--- config.mk ---
export PLATFORM = sky130hd
export DESIGN_NAME = ansi_csi_command_executor_flat
export DESIGN_NICKNAME = d
export VERILOG_FILES = /design/src/hw/rtl/ace_pkg.sv /design/src/hw/rtl/ace_if.sv /design/src/hw/rtl/ace_ram.sv /design/src/hw/rtl/ace_alu.sv /design/src/hw/rtl/ace_seq.sv /design/src/hw/rtl/ansi_csi_command_executor.sv /design/src/flat_wrapper.sv
export SDC_FILE = /design/constraint.sdc
export NUM_CORES = 1
export LEC_CHECK = 0
export BUFFER_PORTS_ARGS = -buffer_cell sky130_fd_sc_hd__buf_2
export CAP_MARGIN = 20
export CORE_MARGIN = 10
export CORE_UTILIZATION = 45
export CTS_BUF_LIST = sky130_fd_sc_hd__clkbuf_4 sky130_fd_sc_hd__clkbuf_8
export DETAILED_ROUTE_END_ITERATION = 16
export SYNTH_ARGS = -nofsm -noshare
export SYNTH_HDL_FRONTEND = slang
export SYNTH_SLANG_ARGS = --single-unit
export TNS_END_PERCENT = 20
--- constraint.sdc ---
create_clock -name clock -period 6.85 [get_ports clock]
set_clock_uncertainty 0.05 [all_clocks]
set_input_delay 1.7125 -clock clock [delete_from_list [all_inputs] [get_ports clock]]
set_output_delay 1.7125 -clock clock [all_outputs]
set_load 0.1 [all_outputs]
--- src/hw/rtl/ace_pkg.sv ---
// shared types, codes and constants of the csi command executor
package ace_pkg;

   localparam int DIM_CAP  = 256;
   localparam int RST_ROWS = 24;
   localparam int RST_COLS = 80;
   localparam int ALU_W    = 18;

   localparam logic [1:0] REQ_PUSH  = 2'd0;
   localparam logic [1:0] REQ_EXEC  = 2'd1;
   localparam logic [1:0] REQ_CLEAR = 2'd2;

   localparam logic [1:0] CSR_ROWS = 2'd0;
   localparam logic [1:0] CSR_COLS = 2'd1;

   localparam logic [7:0] CMD_SGR     = 8'h6D;
   localparam logic [7:0] CMD_UP      = 8'h41;
   localparam logic [7:0] CMD_DOWN    = 8'h42;
   localparam logic [7:0] CMD_FWD     = 8'h43;
   localparam logic [7:0] CMD_BACK    = 8'h44;
   localparam logic [7:0] CMD_POS     = 8'h48;
   localparam logic [7:0] CMD_POS_ALT = 8'h66;
   localparam logic [7:0] CMD_ED      = 8'h4A;
   localparam logic [7:0] CMD_EL      = 8'h4B;

   localparam logic [15:0] ERASE_TO_END   = 16'd0;
   localparam logic [15:0] ERASE_TO_START = 16'd1;
   localparam logic [15:0] ERASE_ALL      = 16'd2;

   localparam logic [15:0] SGR_RESET        = 16'd0;
   localparam logic [15:0] SGR_BOLD         = 16'd1;
   localparam logic [15:0] SGR_UNDERLINE    = 16'd4;
   localparam logic [15:0] SGR_BLINK        = 16'd5;
   localparam logic [15:0] SGR_REVERSE      = 16'd7;
   localparam logic [15:0] SGR_NO_BOLD      = 16'd22;
   localparam logic [15:0] SGR_NO_UNDERLINE = 16'd24;
   localparam logic [15:0] SGR_NO_BLINK     = 16'd25;
   localparam logic [15:0] SGR_NO_REVERSE   = 16'd27;
   localparam logic [15:0] SGR_FG_LO        = 16'd30;
   localparam logic [15:0] SGR_FG_HI        = 16'd37;
   localparam logic [15:0] SGR_FG_EXT       = 16'd38;
   localparam logic [15:0] SGR_FG_DEFAULT   = 16'd39;
   localparam logic [15:0] SGR_BG_LO        = 16'd40;
   localparam logic [15:0] SGR_BG_HI        = 16'd47;
   localparam logic [15:0] SGR_BG_EXT       = 16'd48;
   localparam logic [15:0] SGR_BG_DEFAULT   = 16'd49;
   localparam logic [15:0] SGR_EXT_INDEXED  = 16'd5;

   localparam logic [3:0] ATTR_BOLD      = 4'b0001;
   localparam logic [3:0] ATTR_UNDERLINE = 4'b0010;
   localparam logic [3:0] ATTR_BLINK     = 4'b0100;
   localparam logic [3:0] ATTR_REVERSE   = 4'b1000;

   localparam logic [7:0] FG_DEFAULT = 8'd7;
   localparam logic [7:0] BG_DEFAULT = 8'd0;

   typedef enum logic [2:0] {
      ST_IDLE,
      ST_FETCH,
      ST_ADJ,
      ST_CLAMP,
      ST_MUL,
      ST_ERA_START,
      ST_ERA_COUNT,
      ST_DONE
   } state_type;

   typedef enum logic [1:0] {
      MODE_PLAIN,
      MODE_EXT_SEL,
      MODE_EXT_COLOR
   } sgr_mode_type;

   typedef struct packed {
      logic [ALU_W-1:0] a;
      logic [ALU_W-1:0] b;
      logic             sub;
   } alu_op_type;

   typedef struct packed {
      logic       we;
      logic [1:0] index;
      logic [8:0] wdata;
   } csr_wr_type;

   typedef struct packed {
      logic [7:0]  row;
      logic [7:0]  col;
      logic [7:0]  fg;
      logic [7:0]  bg;
      logic [3:0]  attr;
      logic        fill_valid;
      logic [15:0] fill_start;
      logic [16:0] fill_count;
      logic        ovf;
   } rsp_type;

endpackage

--- src/hw/rtl/ace_if.sv ---
// handshake channels of the csi command executor
interface ace_req_if;
   logic        valid;
   logic        ready;
   logic [1:0]  req_type;
   logic [15:0] param_value;
   logic [7:0]  cmd_byte;

   modport source (output valid, req_type, param_value, cmd_byte, input ready);
   modport sink (input valid, req_type, param_value, cmd_byte, output ready);
endinterface

interface ace_rsp_if;
   logic        valid;
   logic        ready;
   logic [7:0]  row_out;
   logic [7:0]  col_out;
   logic [7:0]  fg_out;
   logic [7:0]  bg_out;
   logic [3:0]  attr_out;
   logic        fill_valid;
   logic [15:0] fill_start;
   logic [16:0] fill_count;
   logic        param_overflow;

   modport source (output valid, row_out, col_out, fg_out, bg_out, attr_out, fill_valid,
                   fill_start, fill_count, param_overflow, input ready);
   modport sink (input valid, row_out, col_out, fg_out, bg_out, attr_out, fill_valid,
                 fill_start, fill_count, param_overflow, output ready);
endinterface

interface ace_csr_if;
   logic       valid;
   logic       ready;
   logic [1:0] index;
   logic [8:0] wdata;

   modport source (output valid, index, wdata, input ready);
   modport sink (input valid, index, wdata, output ready);
endinterface

--- src/hw/rtl/ace_ram.sv ---
// generic single write port ram with registered read
module ace_ram #(
   parameter int WIDTH = 16,
   parameter int DEPTH = 16,
   localparam int AW = $clog2(DEPTH)
) (
   input  logic             clock,
   input  logic             we,
   input  logic [AW-1:0]    waddr,
   input  logic [WIDTH-1:0] wdata,
   input  logic [AW-1:0]    raddr,
   output logic [WIDTH-1:0] rdata
);

   logic [WIDTH-1:0] mem_ff [DEPTH];
   logic [WIDTH-1:0] rdata_ff;

   always_ff @(posedge clock) begin
      if (we) begin
         mem_ff[waddr] <= wdata;
      end
      rdata_ff <= mem_ff[raddr];
   end

   assign rdata = rdata_ff;

endmodule

--- src/hw/rtl/ace_alu.sv ---
// shared add and subtract unit used for moves, clamps, products and spans
module ace_alu import ace_pkg::*; (
   input  alu_op_type       op,
   output logic [ALU_W-1:0] sum
);

   always_comb begin
      if (op.sub) begin
         sum = op.a - op.b;
      end else begin
         sum = op.a + op.b;
      end
   end

endmodule

--- src/hw/rtl/ace_seq.sv ---
// sequencer and state of the csi command executor
module ace_seq import ace_pkg::*; #(
   parameter int MAX_PARAMS = 16,
   parameter int MAX_ROWS = 256,
   parameter int MAX_COLS = 256,
   localparam int AW = $clog2(MAX_PARAMS),
   localparam int CW = $clog2(MAX_PARAMS + 1)
) (
   input  logic             clock,
   input  logic             reset,
   input  logic             start,
   input  logic [1:0]       req_type,
   input  logic [15:0]      param_value,
   input  logic [7:0]       cmd_byte,
   input  csr_wr_type       csr_wr,
   input  logic             out_free,
   output logic             idle,
   output logic             done,
   output rsp_type          result,
   output logic             ram_we,
   output logic [AW-1:0]    ram_waddr,
   output logic [15:0]      ram_wdata,
   output logic [AW-1:0]    ram_raddr,
   input  logic [15:0]      ram_rdata,
   output alu_op_type       alu_op,
   input  logic [ALU_W-1:0] alu_sum
);

   localparam int ROW_LIM  = MAX_ROWS < DIM_CAP ? MAX_ROWS : DIM_CAP;
   localparam int COL_LIM  = MAX_COLS < DIM_CAP ? MAX_COLS : DIM_CAP;
   localparam int ROWS_RST = RST_ROWS > ROW_LIM ? ROW_LIM : RST_ROWS;
   localparam int COLS_RST = RST_COLS > COL_LIM ? COL_LIM : RST_COLS;

   function automatic logic [8:0] eff_dim(input logic [8:0] v, input logic [8:0] lim);
      logic [8:0] r;
      if (v == 9'd0) begin
         r = 9'd1;
      end else if (v > lim) begin
         r = lim;
      end else begin
         r = v;
      end
      return r;
   endfunction

   state_type    state_ff, state_in;
   sgr_mode_type mode_ff, mode_in;
   logic [7:0]   cmd_ff, cmd_in;
   logic [CW-1:0] count_ff, count_in;
   logic [CW-1:0] rd_idx_ff, rd_idx_in;
   logic         rdv_ff, rdv_in;
   logic [15:0]  p0_ff, p0_in;
   logic [15:0]  p1_ff, p1_in;
   logic         ext_bg_ff, ext_bg_in;
   logic         phase_ff, phase_in;
   logic [16:0]  acc_ff, acc_in;
   logic [16:0]  mcand_ff, mcand_in;
   logic [8:0]   mplier_ff, mplier_in;
   logic [7:0]   row_ff, row_in;
   logic [7:0]   col_ff, col_in;
   logic [7:0]   fg_ff, fg_in;
   logic [7:0]   bg_ff, bg_in;
   logic [3:0]   attr_ff, attr_in;
   logic         fill_valid_ff, fill_valid_in;
   logic [15:0]  fill_start_ff, fill_start_in;
   logic [16:0]  fill_count_ff, fill_count_in;
   logic         ovf_ff, ovf_in;
   logic [8:0]   rows_ff, rows_in;
   logic [8:0]   cols_ff, cols_in;
   logic [7:0]   rows_m1_ff, rows_m1_in;
   logic [7:0]   cols_m1_ff, cols_m1_in;

   logic          is_sgr, is_up, is_down, is_fwd, is_back, is_pos, is_ed, is_el;
   logic          is_move, target_col;
   logic [CW-1:0] fetch_lim;
   logic          issue, fetch_done;
   logic          wide_ok, plain_step, store_full;
   logic [15:0]   n_val, p_sel;
   logic [15:0]   p;
   logic [8:0]    new_dim;
   logic [7:0]    new_m1, clamp_val, cur_sel, lim_m1;

   assign is_sgr  = cmd_ff == CMD_SGR;
   assign is_up   = cmd_ff == CMD_UP;
   assign is_down = cmd_ff == CMD_DOWN;
   assign is_fwd  = cmd_ff == CMD_FWD;
   assign is_back = cmd_ff == CMD_BACK;
   assign is_pos  = (cmd_ff == CMD_POS) || (cmd_ff == CMD_POS_ALT);
   assign is_ed   = cmd_ff == CMD_ED;
   assign is_el   = cmd_ff == CMD_EL;
   assign is_move = is_up || is_down || is_fwd || is_back;
   assign target_col = is_fwd || is_back || (is_pos && phase_ff);

   assign fetch_lim = is_sgr ? count_ff :
                      (count_ff > CW'(2) ? CW'(2) : count_ff);
   assign issue      = (state_ff == ST_FETCH) && (rd_idx_ff < fetch_lim);
   assign fetch_done = (state_ff == ST_FETCH) && !issue && !rdv_ff;
   assign wide_ok    = ({1'b0, rd_idx_ff} + (CW+1)'(1)) < {1'b0, count_ff};
   assign store_full = count_ff >= CW'(MAX_PARAMS);

   assign p          = ram_rdata;
   assign plain_step = (mode_ff == MODE_PLAIN) ||
                       ((mode_ff == MODE_EXT_SEL) && (p != SGR_EXT_INDEXED));

   assign n_val   = (p0_ff != 16'd0) ? p0_ff : 16'd1;
   assign p_sel   = phase_ff ? p1_ff : p0_ff;
   assign cur_sel = target_col ? col_ff : row_ff;
   assign lim_m1  = target_col ? cols_m1_ff : rows_m1_ff;

   assign new_dim = (csr_wr.index == CSR_ROWS) ? eff_dim(csr_wr.wdata, 9'(ROW_LIM)) :
                                                 eff_dim(csr_wr.wdata, 9'(COL_LIM));
   assign new_m1    = 8'(new_dim - 9'd1);
   assign clamp_val = alu_sum[ALU_W-1] ? lim_m1 : acc_ff[7:0];

   // next state
   always_comb begin
      state_in = state_ff;
      case (state_ff)
         ST_IDLE: begin
            if (start) begin
               state_in = (req_type == REQ_EXEC) ? ST_FETCH : ST_DONE;
            end
         end
         ST_FETCH: begin
            if (fetch_done) begin
               if (is_move || is_pos) begin
                  state_in = ST_ADJ;
               end else if (is_ed && (p0_ff == ERASE_ALL)) begin
                  state_in = ST_MUL;
               end else if (is_el && (p0_ff <= ERASE_ALL)) begin
                  state_in = ST_MUL;
               end else begin
                  state_in = ST_DONE;
               end
            end
         end
         ST_ADJ: begin
            state_in = ST_CLAMP;
         end
         ST_CLAMP: begin
            state_in = (is_pos && !phase_ff) ? ST_ADJ : ST_DONE;
         end
         ST_MUL: begin
            if (mplier_ff == 9'd0) begin
               state_in = is_ed ? ST_DONE : ST_ERA_START;
            end
         end
         ST_ERA_START: begin
            state_in = ST_ERA_COUNT;
         end
         ST_ERA_COUNT: begin
            state_in = ST_DONE;
         end
         ST_DONE: begin
            if (out_free) begin
               state_in = ST_IDLE;
            end
         end
         default: begin
            state_in = ST_IDLE;
         end
      endcase
   end

   // outputs: handshake, ram ports and shared unit operands
   always_comb begin
      idle      = state_ff == ST_IDLE;
      done      = state_ff == ST_DONE;
      ram_we    = (state_ff == ST_IDLE) && start && (req_type == REQ_PUSH) && !store_full;
      ram_waddr = count_ff[AW-1:0];
      ram_wdata = param_value;
      ram_raddr = rd_idx_ff[AW-1:0];
      alu_op    = '0;
      case (state_ff)
         ST_ADJ: begin
            alu_op.a   = is_pos ? ALU_W'(p_sel) : ALU_W'(cur_sel);
            alu_op.b   = is_pos ? ALU_W'(1) : ALU_W'(n_val);
            alu_op.sub = is_pos || is_up || is_back;
         end
         ST_CLAMP: begin
            alu_op.a   = ALU_W'(lim_m1);
            alu_op.b   = ALU_W'(acc_ff);
            alu_op.sub = 1'b1;
         end
         ST_MUL: begin
            alu_op.a = ALU_W'(acc_ff);
            alu_op.b = mplier_ff[0] ? ALU_W'(mcand_ff) : '0;
         end
         ST_ERA_START: begin
            alu_op.a = ALU_W'(acc_ff);
            alu_op.b = ALU_W'(col_ff);
         end
         ST_ERA_COUNT: begin
            if (p0_ff == ERASE_TO_END) begin
               alu_op.a   = ALU_W'(cols_ff);
               alu_op.b   = ALU_W'(col_ff);
               alu_op.sub = 1'b1;
            end else if (p0_ff == ERASE_TO_START) begin
               alu_op.a = ALU_W'(col_ff);
               alu_op.b = ALU_W'(1);
            end else begin
               alu_op.a = ALU_W'(cols_ff);
            end
         end
         default: begin
            alu_op = '0;
         end
      endcase
      result.row        = row_ff;
      result.col        = col_ff;
      result.fg         = fg_ff;
      result.bg         = bg_ff;
      result.attr       = attr_ff;
      result.fill_valid = fill_valid_ff;
      result.fill_start = fill_start_ff;
      result.fill_count = fill_count_ff;
      result.ovf        = ovf_ff;
   end

   // datapath
   always_comb begin
      mode_in       = mode_ff;
      cmd_in        = cmd_ff;
      count_in      = count_ff;
      rd_idx_in     = rd_idx_ff;
      rdv_in        = rdv_ff;
      p0_in         = p0_ff;
      p1_in         = p1_ff;
      ext_bg_in     = ext_bg_ff;
      phase_in      = phase_ff;
      acc_in        = acc_ff;
      mcand_in      = mcand_ff;
      mplier_in     = mplier_ff;
      row_in        = row_ff;
      col_in        = col_ff;
      fg_in         = fg_ff;
      bg_in         = bg_ff;
      attr_in       = attr_ff;
      fill_valid_in = fill_valid_ff;
      fill_start_in = fill_start_ff;
      fill_count_in = fill_count_ff;
      ovf_in        = ovf_ff;
      rows_in       = rows_ff;
      cols_in       = cols_ff;
      rows_m1_in    = rows_m1_ff;
      cols_m1_in    = cols_m1_ff;
      case (state_ff)
         ST_IDLE: begin
            if (csr_wr.we && (csr_wr.index == CSR_ROWS)) begin
               rows_in    = new_dim;
               rows_m1_in = new_m1;
               row_in     = (row_ff > new_m1) ? new_m1 : row_ff;
            end
            if (csr_wr.we && (csr_wr.index == CSR_COLS)) begin
               cols_in    = new_dim;
               cols_m1_in = new_m1;
               col_in     = (col_ff > new_m1) ? new_m1 : col_ff;
            end
            if (start) begin
               cmd_in        = cmd_byte;
               rd_idx_in     = '0;
               rdv_in        = 1'b0;
               mode_in       = MODE_PLAIN;
               phase_in      = 1'b0;
               p0_in         = '0;
               p1_in         = '0;
               fill_valid_in = 1'b0;
               fill_start_in = '0;
               fill_count_in = '0;
               ovf_in        = 1'b0;
               if (req_type == REQ_PUSH) begin
                  if (store_full) begin
                     ovf_in = 1'b1;
                  end else begin
                     count_in = count_ff + CW'(1);
                  end
               end else if (req_type == REQ_CLEAR) begin
                  count_in = '0;
               end
            end
         end
         ST_FETCH: begin
            rd_idx_in = issue ? rd_idx_ff + CW'(1) : rd_idx_ff;
            rdv_in    = issue;
            if (rdv_ff && !is_sgr) begin
               if (rd_idx_ff == CW'(1)) begin
                  p0_in = p;
               end else begin
                  p1_in = p;
               end
            end
            if (rdv_ff && is_sgr) begin
               if (mode_ff == MODE_EXT_COLOR) begin
                  mode_in = MODE_PLAIN;
                  if (ext_bg_ff) begin
                     bg_in = p[7:0];
                  end else begin
                     fg_in = p[7:0];
                  end
               end else if (!plain_step) begin
                  mode_in = MODE_EXT_COLOR;
               end else begin
                  mode_in = MODE_PLAIN;
                  if (p == SGR_RESET) begin
                     fg_in   = FG_DEFAULT;
                     bg_in   = BG_DEFAULT;
                     attr_in = '0;
                  end else if (p == SGR_BOLD) begin
                     attr_in = attr_ff | ATTR_BOLD;
                  end else if (p == SGR_UNDERLINE) begin
                     attr_in = attr_ff | ATTR_UNDERLINE;
                  end else if (p == SGR_BLINK) begin
                     attr_in = attr_ff | ATTR_BLINK;
                  end else if (p == SGR_REVERSE) begin
                     attr_in = attr_ff | ATTR_REVERSE;
                  end else if (p == SGR_NO_BOLD) begin
                     attr_in = attr_ff & ~ATTR_BOLD;
                  end else if (p == SGR_NO_UNDERLINE) begin
                     attr_in = attr_ff & ~ATTR_UNDERLINE;
                  end else if (p == SGR_NO_BLINK) begin
                     attr_in = attr_ff & ~ATTR_BLINK;
                  end else if (p == SGR_NO_REVERSE) begin
                     attr_in = attr_ff & ~ATTR_REVERSE;
                  end else if ((p >= SGR_FG_LO) && (p <= SGR_FG_HI)) begin
                     fg_in = p[7:0] - SGR_FG_LO[7:0];
                  end else if ((p == SGR_FG_EXT) && wide_ok) begin
                     mode_in   = MODE_EXT_SEL;
                     ext_bg_in = 1'b0;
                  end else if (p == SGR_FG_DEFAULT) begin
                     fg_in = FG_DEFAULT;
                  end else if ((p >= SGR_BG_LO) && (p <= SGR_BG_HI)) begin
                     bg_in = p[7:0] - SGR_BG_LO[7:0];
                  end else if ((p == SGR_BG_EXT) && wide_ok) begin
                     mode_in   = MODE_EXT_SEL;
                     ext_bg_in = 1'b1;
                  end else if (p == SGR_BG_DEFAULT) begin
                     bg_in = BG_DEFAULT;
                  end
               end
            end
            if (fetch_done) begin
               if (is_sgr && (count_ff == '0)) begin
                  fg_in   = FG_DEFAULT;
                  bg_in   = BG_DEFAULT;
                  attr_in = '0;
               end
               acc_in    = '0;
               mcand_in  = 17'(cols_ff);
               mplier_in = is_ed ? rows_ff : {1'b0, row_ff};
            end
         end
         ST_ADJ: begin
            acc_in = alu_sum[ALU_W-1] ? '0 : alu_sum[16:0];
         end
         ST_CLAMP: begin
            if (target_col) begin
               col_in = clamp_val;
            end else begin
               row_in = clamp_val;
            end
            if (is_pos && !phase_ff) begin
               phase_in = 1'b1;
            end
         end
         ST_MUL: begin
            if (mplier_ff != 9'd0) begin
               acc_in    = alu_sum[16:0];
               mcand_in  = {mcand_ff[15:0], 1'b0};
               mplier_in = {1'b0, mplier_ff[8:1]};
            end else if (is_ed) begin
               fill_valid_in = 1'b1;
               fill_start_in = '0;
               fill_count_in = acc_ff;
               row_in        = '0;
               col_in        = '0;
            end
         end
         ST_ERA_START: begin
            fill_valid_in = 1'b1;
            fill_start_in = (p0_ff == ERASE_TO_END) ? alu_sum[15:0] : acc_ff[15:0];
         end
         ST_ERA_COUNT: begin
            fill_count_in = alu_sum[16:0];
         end
         default: begin
         end
      endcase
   end

   always_ff @(posedge clock) begin
      if (reset) begin
         state_ff   <= ST_IDLE;
         mode_ff    <= MODE_PLAIN;
         count_ff   <= '0;
         rd_idx_ff  <= '0;
         rdv_ff     <= 1'b0;
         phase_ff   <= 1'b0;
         row_ff     <= '0;
         col_ff     <= '0;
         fg_ff      <= FG_DEFAULT;
         bg_ff      <= BG_DEFAULT;
         attr_ff    <= '0;
         rows_ff    <= 9'(ROWS_RST);
         cols_ff    <= 9'(COLS_RST);
         rows_m1_ff <= 8'(ROWS_RST - 1);
         cols_m1_ff <= 8'(COLS_RST - 1);
      end else begin
         state_ff   <= state_in;
         mode_ff    <= mode_in;
         count_ff   <= count_in;
         rd_idx_ff  <= rd_idx_in;
         rdv_ff     <= rdv_in;
         phase_ff   <= phase_in;
         row_ff     <= row_in;
         col_ff     <= col_in;
         fg_ff      <= fg_in;
         bg_ff      <= bg_in;
         attr_ff    <= attr_in;
         rows_ff    <= rows_in;
         cols_ff    <= cols_in;
         rows_m1_ff <= rows_m1_in;
         cols_m1_ff <= cols_m1_in;
      end
   end

   always_ff @(posedge clock) begin
      cmd_ff        <= cmd_in;
      p0_ff         <= p0_in;
      p1_ff         <= p1_in;
      ext_bg_ff     <= ext_bg_in;
      acc_ff        <= acc_in;
      mcand_ff      <= mcand_in;
      mplier_ff     <= mplier_in;
      fill_valid_ff <= fill_valid_in;
      fill_start_ff <= fill_start_in;
      fill_count_ff <= fill_count_in;
      ovf_ff        <= ovf_in;
   end

endmodule

--- src/hw/rtl/ansi_csi_command_executor.sv ---
// top level of the csi command executor
//
// req_if carries one beat per item: push a parameter, execute a final byte or
// clear the parameters. rsp_if returns exactly one beat per item with the
// cursor, colours, attributes, an optional erase span and the overflow flag.
// csr_if writes screen_rows (index 0) and screen_cols (index 1); it is ready
// only while the sequencer is idle, and the cursor is clamped into the new
// geometry in the same cycle.
// push, clear and unused request types go straight to the done state, and their
// beat is then registered in the output register. an execute first reads the
// parameter store one entry a cycle through the ram port (all entries for 'm',
// at most two otherwise), then uses the shared adder: an adjust and a clamp step
// per axis for cursor moves and positioning, and a shift-add product for an erase
// span, followed by a start and a count step for an erase in line.
// req_if is not ready while an item is in work; a finished beat waits in the
// output register, so the next item is taken while rsp_if stalls, and the
// sequencer holds its next result until that register frees up.
// synchronous reset clears the cursor, colours (fg 7, bg 0), attributes, the
// parameter count and the geometry (24 rows, 80 columns); no clearing pass.
module ansi_csi_command_executor import ace_pkg::*; #(
   parameter int MAX_PARAMS = 16,
   parameter int MAX_ROWS = 256,
   parameter int MAX_COLS = 256
) (
   input logic       clock,
   input logic       reset,
   ace_req_if.sink   req_if,
   ace_rsp_if.source rsp_if,
   ace_csr_if.sink   csr_if
);

   localparam int AW = $clog2(MAX_PARAMS);

   logic             seq_idle, seq_done, out_free, load;
   logic             rsp_valid_ff, rsp_valid_in;
   rsp_type          rsp_data_ff, rsp_data_in, seq_result;
   csr_wr_type       csr_wr;
   logic             ram_we;
   logic [AW-1:0]    ram_waddr, ram_raddr;
   logic [15:0]      ram_wdata, ram_rdata;
   alu_op_type       alu_op;
   logic [ALU_W-1:0] alu_sum;

   assign req_if.ready = seq_idle;
   assign csr_if.ready = seq_idle;

   assign csr_wr.we    = csr_if.valid && seq_idle;
   assign csr_wr.index = csr_if.index;
   assign csr_wr.wdata = csr_if.wdata;

   assign out_free     = !rsp_valid_ff || rsp_if.ready;
   assign load         = seq_done && out_free;
   assign rsp_valid_in = load || (rsp_valid_ff && !rsp_if.ready);
   assign rsp_data_in  = load ? seq_result : rsp_data_ff;

   ace_seq #(
      .MAX_PARAMS (MAX_PARAMS),
      .MAX_ROWS   (MAX_ROWS),
      .MAX_COLS   (MAX_COLS)
   ) u_seq (
      .clock       (clock),
      .reset       (reset),
      .start       (req_if.valid && seq_idle),
      .req_type    (req_if.req_type),
      .param_value (req_if.param_value),
      .cmd_byte    (req_if.cmd_byte),
      .csr_wr      (csr_wr),
      .out_free    (out_free),
      .idle        (seq_idle),
      .done        (seq_done),
      .result      (seq_result),
      .ram_we      (ram_we),
      .ram_waddr   (ram_waddr),
      .ram_wdata   (ram_wdata),
      .ram_raddr   (ram_raddr),
      .ram_rdata   (ram_rdata),
      .alu_op      (alu_op),
      .alu_sum     (alu_sum)
   );

   ace_ram #(
      .WIDTH (16),
      .DEPTH (MAX_PARAMS)
   ) u_param_ram (
      .clock (clock),
      .we    (ram_we),
      .waddr (ram_waddr),
      .wdata (ram_wdata),
      .raddr (ram_raddr),
      .rdata (ram_rdata)
   );

   ace_alu u_alu (
      .op  (alu_op),
      .sum (alu_sum)
   );

   always_ff @(posedge clock) begin
      if (reset) begin
         rsp_valid_ff <= 1'b0;
      end else begin
         rsp_valid_ff <= rsp_valid_in;
      end
   end

   always_ff @(posedge clock) begin
      rsp_data_ff <= rsp_data_in;
   end

   assign rsp_if.valid          = rsp_valid_ff;
   assign rsp_if.row_out        = rsp_data_ff.row;
   assign rsp_if.col_out        = rsp_data_ff.col;
   assign rsp_if.fg_out         = rsp_data_ff.fg;
   assign rsp_if.bg_out         = rsp_data_ff.bg;
   assign rsp_if.attr_out       = rsp_data_ff.attr;
   assign rsp_if.fill_valid     = rsp_data_ff.fill_valid;
   assign rsp_if.fill_start     = rsp_data_ff.fill_start;
   assign rsp_if.fill_count     = rsp_data_ff.fill_count;
   assign rsp_if.param_overflow = rsp_data_ff.ovf;

endmodule

--- src/flat_wrapper.sv ---
// flat-port wrapper written by rule: the top's interface ports become plain ports
module ansi_csi_command_executor_flat import ace_pkg::*;
#(
   parameter int MAX_PARAMS = 16,
   parameter int MAX_ROWS = 256,
   parameter int MAX_COLS = 256
)
  (clock, reset, req_if_valid, req_if_req_type, req_if_param_value, req_if_cmd_byte, req_if_ready, rsp_if_valid, rsp_if_row_out, rsp_if_col_out, rsp_if_fg_out, rsp_if_bg_out, rsp_if_attr_out, rsp_if_fill_valid, rsp_if_fill_start, rsp_if_fill_count, rsp_if_param_overflow, rsp_if_ready, csr_if_valid, csr_if_index, csr_if_wdata, csr_if_ready);
  ace_req_if req_if_i ();
  ace_rsp_if rsp_if_i ();
  ace_csr_if csr_if_i ();
  input logic clock;
  input logic reset;
  input wire logic [$bits(req_if_i.valid)-1:0] req_if_valid;
  input wire logic [$bits(req_if_i.req_type)-1:0] req_if_req_type;
  input wire logic [$bits(req_if_i.param_value)-1:0] req_if_param_value;
  input wire logic [$bits(req_if_i.cmd_byte)-1:0] req_if_cmd_byte;
  output wire logic [$bits(req_if_i.ready)-1:0] req_if_ready;
  output wire logic [$bits(rsp_if_i.valid)-1:0] rsp_if_valid;
  output wire logic [$bits(rsp_if_i.row_out)-1:0] rsp_if_row_out;
  output wire logic [$bits(rsp_if_i.col_out)-1:0] rsp_if_col_out;
  output wire logic [$bits(rsp_if_i.fg_out)-1:0] rsp_if_fg_out;
  output wire logic [$bits(rsp_if_i.bg_out)-1:0] rsp_if_bg_out;
  output wire logic [$bits(rsp_if_i.attr_out)-1:0] rsp_if_attr_out;
  output wire logic [$bits(rsp_if_i.fill_valid)-1:0] rsp_if_fill_valid;
  output wire logic [$bits(rsp_if_i.fill_start)-1:0] rsp_if_fill_start;
  output wire logic [$bits(rsp_if_i.fill_count)-1:0] rsp_if_fill_count;
  output wire logic [$bits(rsp_if_i.param_overflow)-1:0] rsp_if_param_overflow;
  input wire logic [$bits(rsp_if_i.ready)-1:0] rsp_if_ready;
  input wire logic [$bits(csr_if_i.valid)-1:0] csr_if_valid;
  input wire logic [$bits(csr_if_i.index)-1:0] csr_if_index;
  input wire logic [$bits(csr_if_i.wdata)-1:0] csr_if_wdata;
  output wire logic [$bits(csr_if_i.ready)-1:0] csr_if_ready;
  assign req_if_i.valid = req_if_valid;
  assign req_if_i.req_type = req_if_req_type;
  assign req_if_i.param_value = req_if_param_value;
  assign req_if_i.cmd_byte = req_if_cmd_byte;
  assign req_if_ready = req_if_i.ready;
  assign rsp_if_valid = rsp_if_i.valid;
  assign rsp_if_row_out = rsp_if_i.row_out;
  assign rsp_if_col_out = rsp_if_i.col_out;
  assign rsp_if_fg_out = rsp_if_i.fg_out;
  assign rsp_if_bg_out = rsp_if_i.bg_out;
  assign rsp_if_attr_out = rsp_if_i.attr_out;
  assign rsp_if_fill_valid = rsp_if_i.fill_valid;
  assign rsp_if_fill_start = rsp_if_i.fill_start;
  assign rsp_if_fill_count = rsp_if_i.fill_count;
  assign rsp_if_param_overflow = rsp_if_i.param_overflow;
  assign rsp_if_i.ready = rsp_if_ready;
  assign csr_if_i.valid = csr_if_valid;
  assign csr_if_i.index = csr_if_index;
  assign csr_if_i.wdata = csr_if_wdata;
  assign csr_if_ready = csr_if_i.ready;
  ansi_csi_command_executor #(.MAX_PARAMS(MAX_PARAMS), .MAX_ROWS(MAX_ROWS), .MAX_COLS(MAX_COLS)) u_core (.clock(clock), .reset(reset), .req_if(req_if_i), .rsp_if(rsp_if_i), .csr_if(csr_if_i));
endmodule
Word level (Yosys, flattened, before mapping)
Memories as Yosys holds them, arrays and structs flattened. A register that Yosys moved wholly into a read port is not among the register bits.
Index checks and enable logic that the tools add are counted.
{ "op_classes": {"mul": 0, "muxes": 157, "n_bitwise": 11, "reduce_logical": 81, "div_mod_pow": 0, "n_addsub": 8, "magnitude_cmp": 12, "eq_ne": 59, "shift": 0} }
{ "ops": {"columns": ["cell", "n"], "rows": [
  ["$mux 8", 50],
  ["$mux 16", 12],
  ["$pmux 36 s5", 1],
  ["$mux 17", 9],
  ["$pmux 17 s3", 2],
  ["$eq 8x7->1 const B", 9],
  ["$eq 16x5->1 const B", 4],
  ["$eq 16x6->1 const B", 4],
  ["$pmux 16 s2", 2],
  ["$mux 4", 14],
  ["$mux 9", 6],
  ["$eq 16x3->1 const B", 3],
  ["$pmux 16 s3", 1],
  ["$pmux 8 s3", 2],
  ["$ne 2x2->1 const B", 19],
  ["$mux 36", 1],
  ["$mux 5", 7],
  ["$pmux 17 s2", 1],
  ["$eq 16x1->1 const B", 2],
  ["$le 16x6->1 const B", 2],
  ["$logic_not 16->1", 2],
  ["$mux 1", 26],
  ["$logic_and 1x1->1", 24],
  ["$pmux 3 s8", 1],
  ["49 further kinds", 124]
]} }
{ "totals": {"latchBits": 0, "elab_cells": 365, "romBits": 0, "mem_bits_rw": 256, "ff_bits": 278, "memories": 1, "inputBits": 42, "output_inout_bits": 74} }
{ "memory_table": {"columns": ["name", "words", "width", "read_ports", "rd_clocked_by_memory_dff", "wr", "line_no", "source"], "rows": [
  ["u_core.u_param_ram.mem_ff", 16, 16, 1, 1, 1, "ace_ram.sv:15", "logic [WIDTH-1:0] mem_ff [DEPTH];"]
]} }

Depth between registers and ports, before layout
Gate-level depths: netlist of run 1.
{ "depth": {"word_depth": 22, "mapped_depth": 22, "mapped_depth_nobuf": 19} }

Cells and area by module
A second synthesis of run 1 with hierarchy kept.
{ "hier_totals": {"hier_cells": 1942, "area_unflattened_um2": 25196.7} }
{ "by_module_without_submodules": {"columns": ["mod", "cells_each", "seq_area_each_um2", "n_inst", "area_each_um2"], "rows": [
  ["ace_seq", 1261, 5315.1, 1, 11726.2],
  ["ace_ram", 432, 8007.7, 1, 10043.4],
  ["ansi_csi_command_executor", 79, 2152.1, 1, 2207.1],
  ["ace_alu", 170, 0.0, 1, 1219.9]
]} }

Least setup slack after synthesis of run 1
OpenSTA, ideal clock, no wires.
{ "synth_timing": {"kind": "input port to flip-flop", "startpoint": "input rsp_if_ready", "endpoint": "register u_core.rsp_data_ff, in the netlist u_core.rsp_if.attr_out[0] (enable)", "path_stages": 2, "setup_time_ns": 0.508, "t_arrival_ns": 5.033, "n_path_buf": 0, "slack_ns": 1.259, "t_required_ns": 6.292, "path_cell_list": "nand2b_1 > nor2b_1"} }
{ "synth_between": {"elab_chain_len": 2} }
{ "synth_lines": {"columns": ["item", "line_no", "source"], "rows": [
  ["start, declared", "flat_wrapper.sv:29", "input wire logic [$bits(rsp_if_i.ready)-1:0] rsp_if_ready;"],
  ["$logic_or 1x1->1", "ansi_csi_command_executor.sv:51", "assign out_free = !rsp_valid_ff || rsp_if.ready;"],
  ["$logic_and 1x1->1", "ansi_csi_command_executor.sv:52", "assign load = seq_done && out_free;"],
  ["via u_core.load", "ansi_csi_command_executor.sv:34", "logic seq_idle, seq_done, out_free, load;"],
  ["end signal, assigned", "ansi_csi_command_executor.sv:107", "rsp_data_ff <= rsp_data_in;"],
  ["end, declared", "ansi_csi_command_executor.sv:36", "rsp_type rsp_data_ff, rsp_data_in, seq_result;"]
]} }
The timed path passes the listed nets, and every way through them passes these cells.
A chain may end at the register's enable or synchronous reset.

Worst setup path in the final report of run 1
{ "layout_timing": {"startpoint": "register u_core.u_seq.cmd_ff[1]", "endpoint": "register u_core.u_seq.row_ff[1]"} }
{ "layout_between": {"elab_chain_len": 12, "word_cells_on_any_way": 27, "classes_between": "add/sub: 2; eq/ne: 8; mux: 10; reduce/logical: 7"} }
{ "layout_lines": {"columns": ["item", "line_no", "source"], "rows": [
  ["start, declared", "ace_seq.sv:48", "logic [7:0] cmd_ff, cmd_in;"],
  ["start signal, assigned", "ace_seq.sv:427", "cmd_ff <= cmd_in;"],
  ["$eq 8x7->1", "ace_seq.sv:88", "assign is_pos = (cmd_ff == CMD_POS) || (cmd_ff == CMD_POS_ALT);"],
  ["$logic_or 1x1->1", "ace_seq.sv:88", null],
  ["$logic_and 1x1->1", "ace_seq.sv:92", "assign target_col = is_fwd || is_back || (is_pos && phase_ff);"],
  ["$logic_or 1x1->1", "ace_seq.sv:92", null],
  ["$mux 8", "ace_seq.sv:107", "assign cur_sel = target_col ? col_ff : row_ff;"],
  ["$mux 16", "ace_seq.sv:176", "alu_op.a = is_pos ? ALU_W'(p_sel) : ALU_W'(cur_sel);"],
  ["$pmux 36 s5", "ace_seq.sv:174", "case (state_ff)"],
  ["$add 18x18->18 / $sub 18x18->18 (equally long branches)", "ace_alu.sv:11, ace_alu.sv:9", null],
  ["$mux 18", "ace_alu.sv:8", "if (op.sub) begin"],
  ["$mux 8", "ace_seq.sv:113", "assign clamp_val = alu_sum[ALU_W-1] ? lim_m1 : acc_ff[7:0];"],
  ["$mux 8", "ace_seq.sv:356", "if (target_col) begin"],
  ["$pmux 8 s3", "ace_seq.sv:247", "case (state_ff)"],
  ["end signal, assigned", "ace_seq.sv:414", "row_ff <= row_in;"],
  ["end, declared", "ace_seq.sv:59", "logic [7:0] row_ff, row_in;"]
]} }
Several ways; a longest one is shown, not always the timed one. The select of a mux whose other input is x is not followed.

==> results of run 1 <==
stage by stage:
step	total power, mW	hold slack (ns)
after floorplan	7.488	0.3503
after global placement	8.525	0.3503
after detailed placement	8.602	0.3545
after CTS	11.84	0.3678
after global routing	12.47	0.3728
final	11.79	0.3664
where the power goes:
part | internal [mW] | switching [mW]
Sequential | 4.24 | 0.392
Combinational | 1.43 | 2.53
Clock | 1.85 | 1.34
worst min-delay path by stage:
stage	start	to	depth (start not counted)
floorplan	u_core.u_seq.fill_count_ff[0]	u_core.rsp_if.fill_count[0]	0
global placement	u_core.u_seq.fill_count_ff[12]	u_core.rsp_if.fill_count[12]	0
detailed placement	u_core.u_seq.fill_count_ff[15]	u_core.rsp_if.fill_count[15]	0
CTS	u_core.u_seq.fill_count_ff[15]	u_core.rsp_if.fill_count[15]	0
global route	u_core.u_seq.fill_count_ff[9]	u_core.rsp_if.fill_count[9]	0
finish	u_core.u_seq.fill_start_ff[9]	u_core.rsp_if.fill_start[9]	0
sequential cells by signal, summed over array words and instances, names as in the netlist, 9 cells and up:
signal	count
u_core.u_seq.p1_ff	16
u_core.u_param_ram.rdata	16
u_core.u_seq.fill_start_ff	16
u_core.u_seq.cols_ff	9
u_core.rsp_if.fill_start	16
u_core.u_seq.fill_count_ff	17
u_core.u_seq.acc_ff	17
u_core.u_seq.mcand_ff	17
u_core.u_seq.mplier_ff	9
u_core.u_seq.p0_ff	16
u_core.rsp_if.fill_count	17
u_core.u_seq.rows_ff	9
u_core.u_param_ram.mem_ff	256
routing by layer:
layer | global-route usage | up-vias | part of all wire
met1 | 0.2560 | 8341 | 0.41
met2 | 0.3408 | 564 | 0.49
met3 | 0.04940 | 155 | 0.065
met4 | 0.07836 | 6 | 0.032
li1 | - | 7748 | -
met5 | 0 | - | 0.00044
layout by cell type (no fill, tap or decap), types with 38 or more instances in the layout:
| cell | count |
|---|---|
| ha_1 | 54 |
| nor3_1 | 38 |
| nand3_1 | 47 |
| mux2i_1 | 41 |
| inv_1 | 43 |
| mux4_2 | 80 |
| nand2_1 | 204 |
| edfxtp_1 | 446 |
| clkbuf_8 | 107 |
| buf_2 | 115 |
| dfxtp_1 | 102 |
| buf_4 | 55 |
| o21ai_0 | 92 |
| nor2_1 | 109 |
| a21oi_1 | 113 |
worst max-delay path, delay by kind of cell (launching register included):
family | cells | cell delay [ns]
buf+inv | 1 | 0.25
fa+ha+maj | 1 | 0.43
mux | 1 | 0.37
flops | 1 | 0.52
simple gates | 4 | 1.78
compound gates | 8 | 2.74
cells by family after synthesis:
group	Yosys count
multiplexers	139
buffers and inverters	145
flip-flops	550
AO/OA/AOI/OAI	424
XOR/XNOR	37
AND/OR/NAND/NOR	570
adder cells (fa/ha/maj)	55
final cells by class:
class / instances / area (µm²)
clock buffers: 140 / 1720
well taps: 748 / 935.9
repair buffers: 171 / 993.5
multi-input cells: 1225 / 9148
clock inverters: 31 / 361.6
flip-flops and latches: 550 / 15480
fillers: 4740 / 26390
inverters: 45 / 168.9
diodes: 2 / 5.005
==> results.cfg, run 1 <==
[outcome]
outcome = complete, no violations

[clocking]
cts_buffer_depth = 3
cts_resized = 0
cts.sinks = 550
postCtsSetupBuffers = 0
htreeDepth = 3
clockRootBuffer = clkbuf_8
cts_tree = built
insertion_delay_ns = 0.70
numCtsBuffers = 93
hold_buffers = 0
path_clk_slew_ns = 0.06

[synthesis]
synth_area_um2 = 25120
ys_types = 95
synth_top_area_share = 0.5332
yosysTopAreaCell = edfxtp_1
yosys_register_bits = 550
synth-xor-area-share = 0.01290
yosys.area_share.adder = 0.02769
synth_edf_count = 446
netlist_instances = 1920
synth-warning-count = 0
synth_top_family_by_area = compound AO/OA/AOI/OAI gates
synth-simple-area-share = 0.1110
syn-mean-instance-area_um2 = 13.08
synth-async-reset-ratio = 0
ys.flop_type = edfxtp_1
synthMuxAreaShare = 0.09623
syn_nets = 2017
ys_top_cells_by_area = edfxtp_1 (53%), dfxtp_1 (8.3%), mux4_2 (7.2%)
synth_compound_area_frac = 0.1130
yosysSeqAreaShare = 0.6161
synthTopCellsByCount = edfxtp_1 (446), nand2_1 (204), nor2_1 (119), a21oi_1 (113), dfxtp_1 (104)
yosysMostFrequentCell = edfxtp_1

[detailed_routing]
post-route-drc-count = 0
wl_per_cell_um = 23.39
num_vias = 16810
ant_nets = 0
drt_iter0_markers = 1468
firstDrtPassIters = 6
vias_per_cell = 5.774
wl_um = 68130

[pwr]
peakVddDrop_uv = 244.0
power.leakage_nw = 9.987
powerDensity_nw_per_um2 = 409.0

[setup_path]
max_stage_delay_ns = 0.64
crit_path_end_kind = flop
rr_startpoint = u_core.u_seq.cmd_ff[1]
crit_chain = nor4b_4, o21a_1, a22o_1, buf_4, mux2_2, a221oi_1, o21ai_0, ha_1, o211a_1, o21ai_0, or4b_1, a21oi_1, nor2_2, nor2_1, a221o_1
critPathArrivalTime_ns = 6.80
path_max_fanout = 13
reg2reg_depth = 15
r2r_end = u_core.u_seq.row_ff[1]
cp-endpoint = u_core.u_seq.row_ff[1]
crit_required_ns = 7.43
critPathMostFrequentCell = o21ai_0
startpoint_type = flop
rrSetupSlack_ns = 0.63
worst_path_max_delay_cell = a22o_1
startpoint = u_core.u_seq.cmd_ff[1]
worstSetupPathType = flop to flop

[place]
portBuffers = 115
gp_congestion = 0.8956
hpwlAfterDp_um = 45720
dp_worst_setup_slack_ns = 0.6558
dp.cells = 2738
dpl_cell_area_um2 = 26720

[floorplanning]
rows = 86
core_area_um2 = 55200
die_area_um2 = 65670
pin_count = 116
start_util = 0.4551
die_y_um = 256.3
dieWidth_um = 256.3

[grt]
grt_pass1_vias = 16930
antenna_found_initial = 6
grt_start_max_net_pins = 70
grtUsageTotal = 0.2052
grt_pass1_wl_um = 103800
grt_overflow_total = 0

[timing]
slew_headroom = 0.3052
finalCritPeriodShare = 0.9087
clock.fmax_mhz = 160.7
slew_violations = 0
rsz0062_at_grt = false
worst_slack_ns = 0.6254
tns_ns = 0
hold_viol_final = 0
setup_viol = 0
layout_min_cycle_time_ns = 6.225
worst_pin_slew_ns = 1.042

[finish]
finish.utilization = 0.5220
final_cells = 2912
nets = 2183
final_design_area_no_fill_um2 = 28810
syn_to_final_growth_pct = 14.70
drive_gt1_frac = 0.2253

[min_path]
hp-class = flop to flop

[flow_run]
maxCapViolations = 0
Power figures use the tool's default switching activity.
==> inputs of run 2 (changes only) <==
--- a/config.mk
+++ b/config.mk
@@ -11,6 +11,7 @@
 export CORE_UTILIZATION = 45
 export CTS_BUF_LIST = sky130_fd_sc_hd__clkbuf_4 sky130_fd_sc_hd__clkbuf_8
 export DETAILED_ROUTE_END_ITERATION = 16
+export GPL_TIMING_DRIVEN = 0
 export SYNTH_ARGS = -nofsm -noshare
 export SYNTH_HDL_FRONTEND = slang
 export SYNTH_SLANG_ARGS = --single-unit
==> run 2 against run 1 <==
Net effect: via count is 2.1% higher; cell area is 0.70% higher; sequential power is 0.9% lower; die area stayed put; core utilization is 0.37 points higher; global-route usage is 1.4 points higher; count of clock-buffer cells in the layout is 12 lower; non-clock buffer count is 81 higher; sequential cell count stayed put; critical endpoint is now u_core.u_seq.acc_ff[14]; largest cell class unchanged; largest power group unchanged; highest routed layer unchanged.
==> results.cfg, run 2 (synthesis results as in run 1) <==
[outcome]
outcome = complete, no violations

[pwr]
powerDensity_nw_per_um2 = 397.8
peakVddDrop_uv = 237.7
power.leakage_nw = 9.968
finalPower_mw = 11.54

[setup_path]
critPathArrivalTime_ns = 6.85
path_max_fanout = 10
worstSetupPathType = flop to flop
crit_required_ns = 7.19
startpoint_type = flop
crit_path_end_kind = flop

[finish]
fillers = 4729
final_common_cell = edfxtp_1
top_register = u_core.u_param_ram.mem_ff
largest_reg_flops = 256
ff_latch_area_um2 = 15470
drive_gt1_frac = 0.2093
nets = 2260
final_cell_mix = edfxtp_1 (446), nand2_1 (204), buf_2 (122), a21oi_1 (112), nor2_1 (106)
syn_to_final_growth_pct = 15.51
multiInputGateArea_um2 = 9133

[place]
portBuffers = 115
gp_congestion = 0.9370
hpwlAfterDp_um = 53390

[timing]
clock.fmax_mhz = 153.5
layout_min_cycle_time_ns = 6.514
tns_ns = 0
slew_headroom = 0.2341
setup_viol = 0
worst_pin_slew_ns = 1.138
finalCritPeriodShare = 0.9510
rsz0062_at_grt = false
slew_violations = 0
hold_viol_final = 0

[detailed_routing]
wl_per_cell_um = 24.39
post-route-drc-count = 0
num_vias = 17170
ant_nets = 0
drt_iter0_markers = 1505
vias_per_cell = 5.751
wl_um = 72820
firstDrtPassIters = 8

[floorplanning]
core_area_um2 = 55200
dieWidth_um = 256.3
die_area_um2 = 65670
die_y_um = 256.3
rows = 86
start_util = 0.4551
pin_count = 116

[clocking]
postCtsSetupBuffers = 0
clockRootBuffer = clkbuf_8
cts_buffer_depth = 3
cts_tree = built
numCtsBuffers = 89
cts_resized = 0
htreeDepth = 3
cts.sinks = 550
path_clk_slew_ns = 0.06
hold_buffers = 0
insertion_delay_ns = 0.71

[grt]
grt_pass1_vias = 17420
grtUsageTotal = 0.2191
grt_overflow_total = 0
grt_start_max_net_pins = 38
antenna_found_initial = 4
grt_pass1_wl_um = 110100

[min_path]
hp-class = flop to flop

[flow_run]
maxCapViolations = 0
run 2: path summary, 6_finish.rpt:
kind	start	end	slack, ns	cells after the start
worst max-delay path	u_core.u_seq.cmd_ff[0]	u_core.u_seq.acc_ff[14]	0.34	19
worst min-delay path	u_core.u_seq.fill_start_ff[13]	u_core.rsp_if.fill_start[13]	0.37	0
worst max register to register	u_core.u_seq.cmd_ff[0]	u_core.u_seq.acc_ff[14]	0.34	19
worst min register to register	u_core.u_seq.fill_start_ff[13]	u_core.rsp_if.fill_start[13]	0.37	0
run 2: where the power goes:
part | switching, mW | total, mW | internal, mW
clock network | 1.33 | 2.84 | 1.50
registers | 0.349 | 4.59 | 4.24
logic | 2.63 | 4.12 | 1.48
run 2: cell type report:
cell class / instances / share of cell area
Buffer: 100 / 0.01423
Clock buffer: 128 / 0.05295
Antenna cell: 1 / 0.00008624
Tap cell: 748 / 0.03226
Clock inverter: 36 / 0.008538
Inverter: 45 / 0.005821
Multi-Input combinational cell: 1225 / 0.3147
Timing Repair Buffer: 152 / 0.03803
Sequential cell: 550 / 0.5333
run 2: critical path, cell delays in order (launching register included):
cell and delay, ns:
edfxtp_1 0.57, nor4b_4 0.48, o21a_1 0.20, buf_6 0.16, a22o_1 0.19, buf_2 0.27, buf_1 0.45, mux2_2 0.41
a21oi_1 0.13, o21ai_0 0.16, ha_1 0.34, nor2b_1 0.19, o2111ai_1 0.19, and4_1 0.28, or4b_1 0.56, a21oi_1 0.62
nor3_1 0.13, mux2i_2 0.44, buf_6 0.26, a21oi_2 0.07
run 2: metal layers:
metal  up-vias  part of all wire  GRT usage
li1       7915                 -          -
met5         -           0.00021          0
met1      8548              0.42     0.2760
met2       574              0.50     0.3756
met3       125             0.053    0.03712
met4         4             0.029    0.07704
run 2: per-stage QoR:
| stage | instance area (µm²) | setup WS, ns | std cells | hold slack (ns) | util |
|---|---|---|---|---|---|
| floorplan | 25120 | 1.259 | 1920 | 0.3503 | - |
| detailed placement | 27120 | 0.4086 | 2813 | 0.3545 | 0.4914 |
| finish | 29020 | 0.3355 | 2985 | 0.3668 | 0.5256 |
| global route | 29020 | 0.04850 | 2985 | 0.3742 | 0.5256 |
| global placement | 26630 | -0.8524 | 2783 | 0.3505 | 0.4824 |
| CTS | 28910 | 0.3544 | 2977 | 0.3677 | 0.5237 |
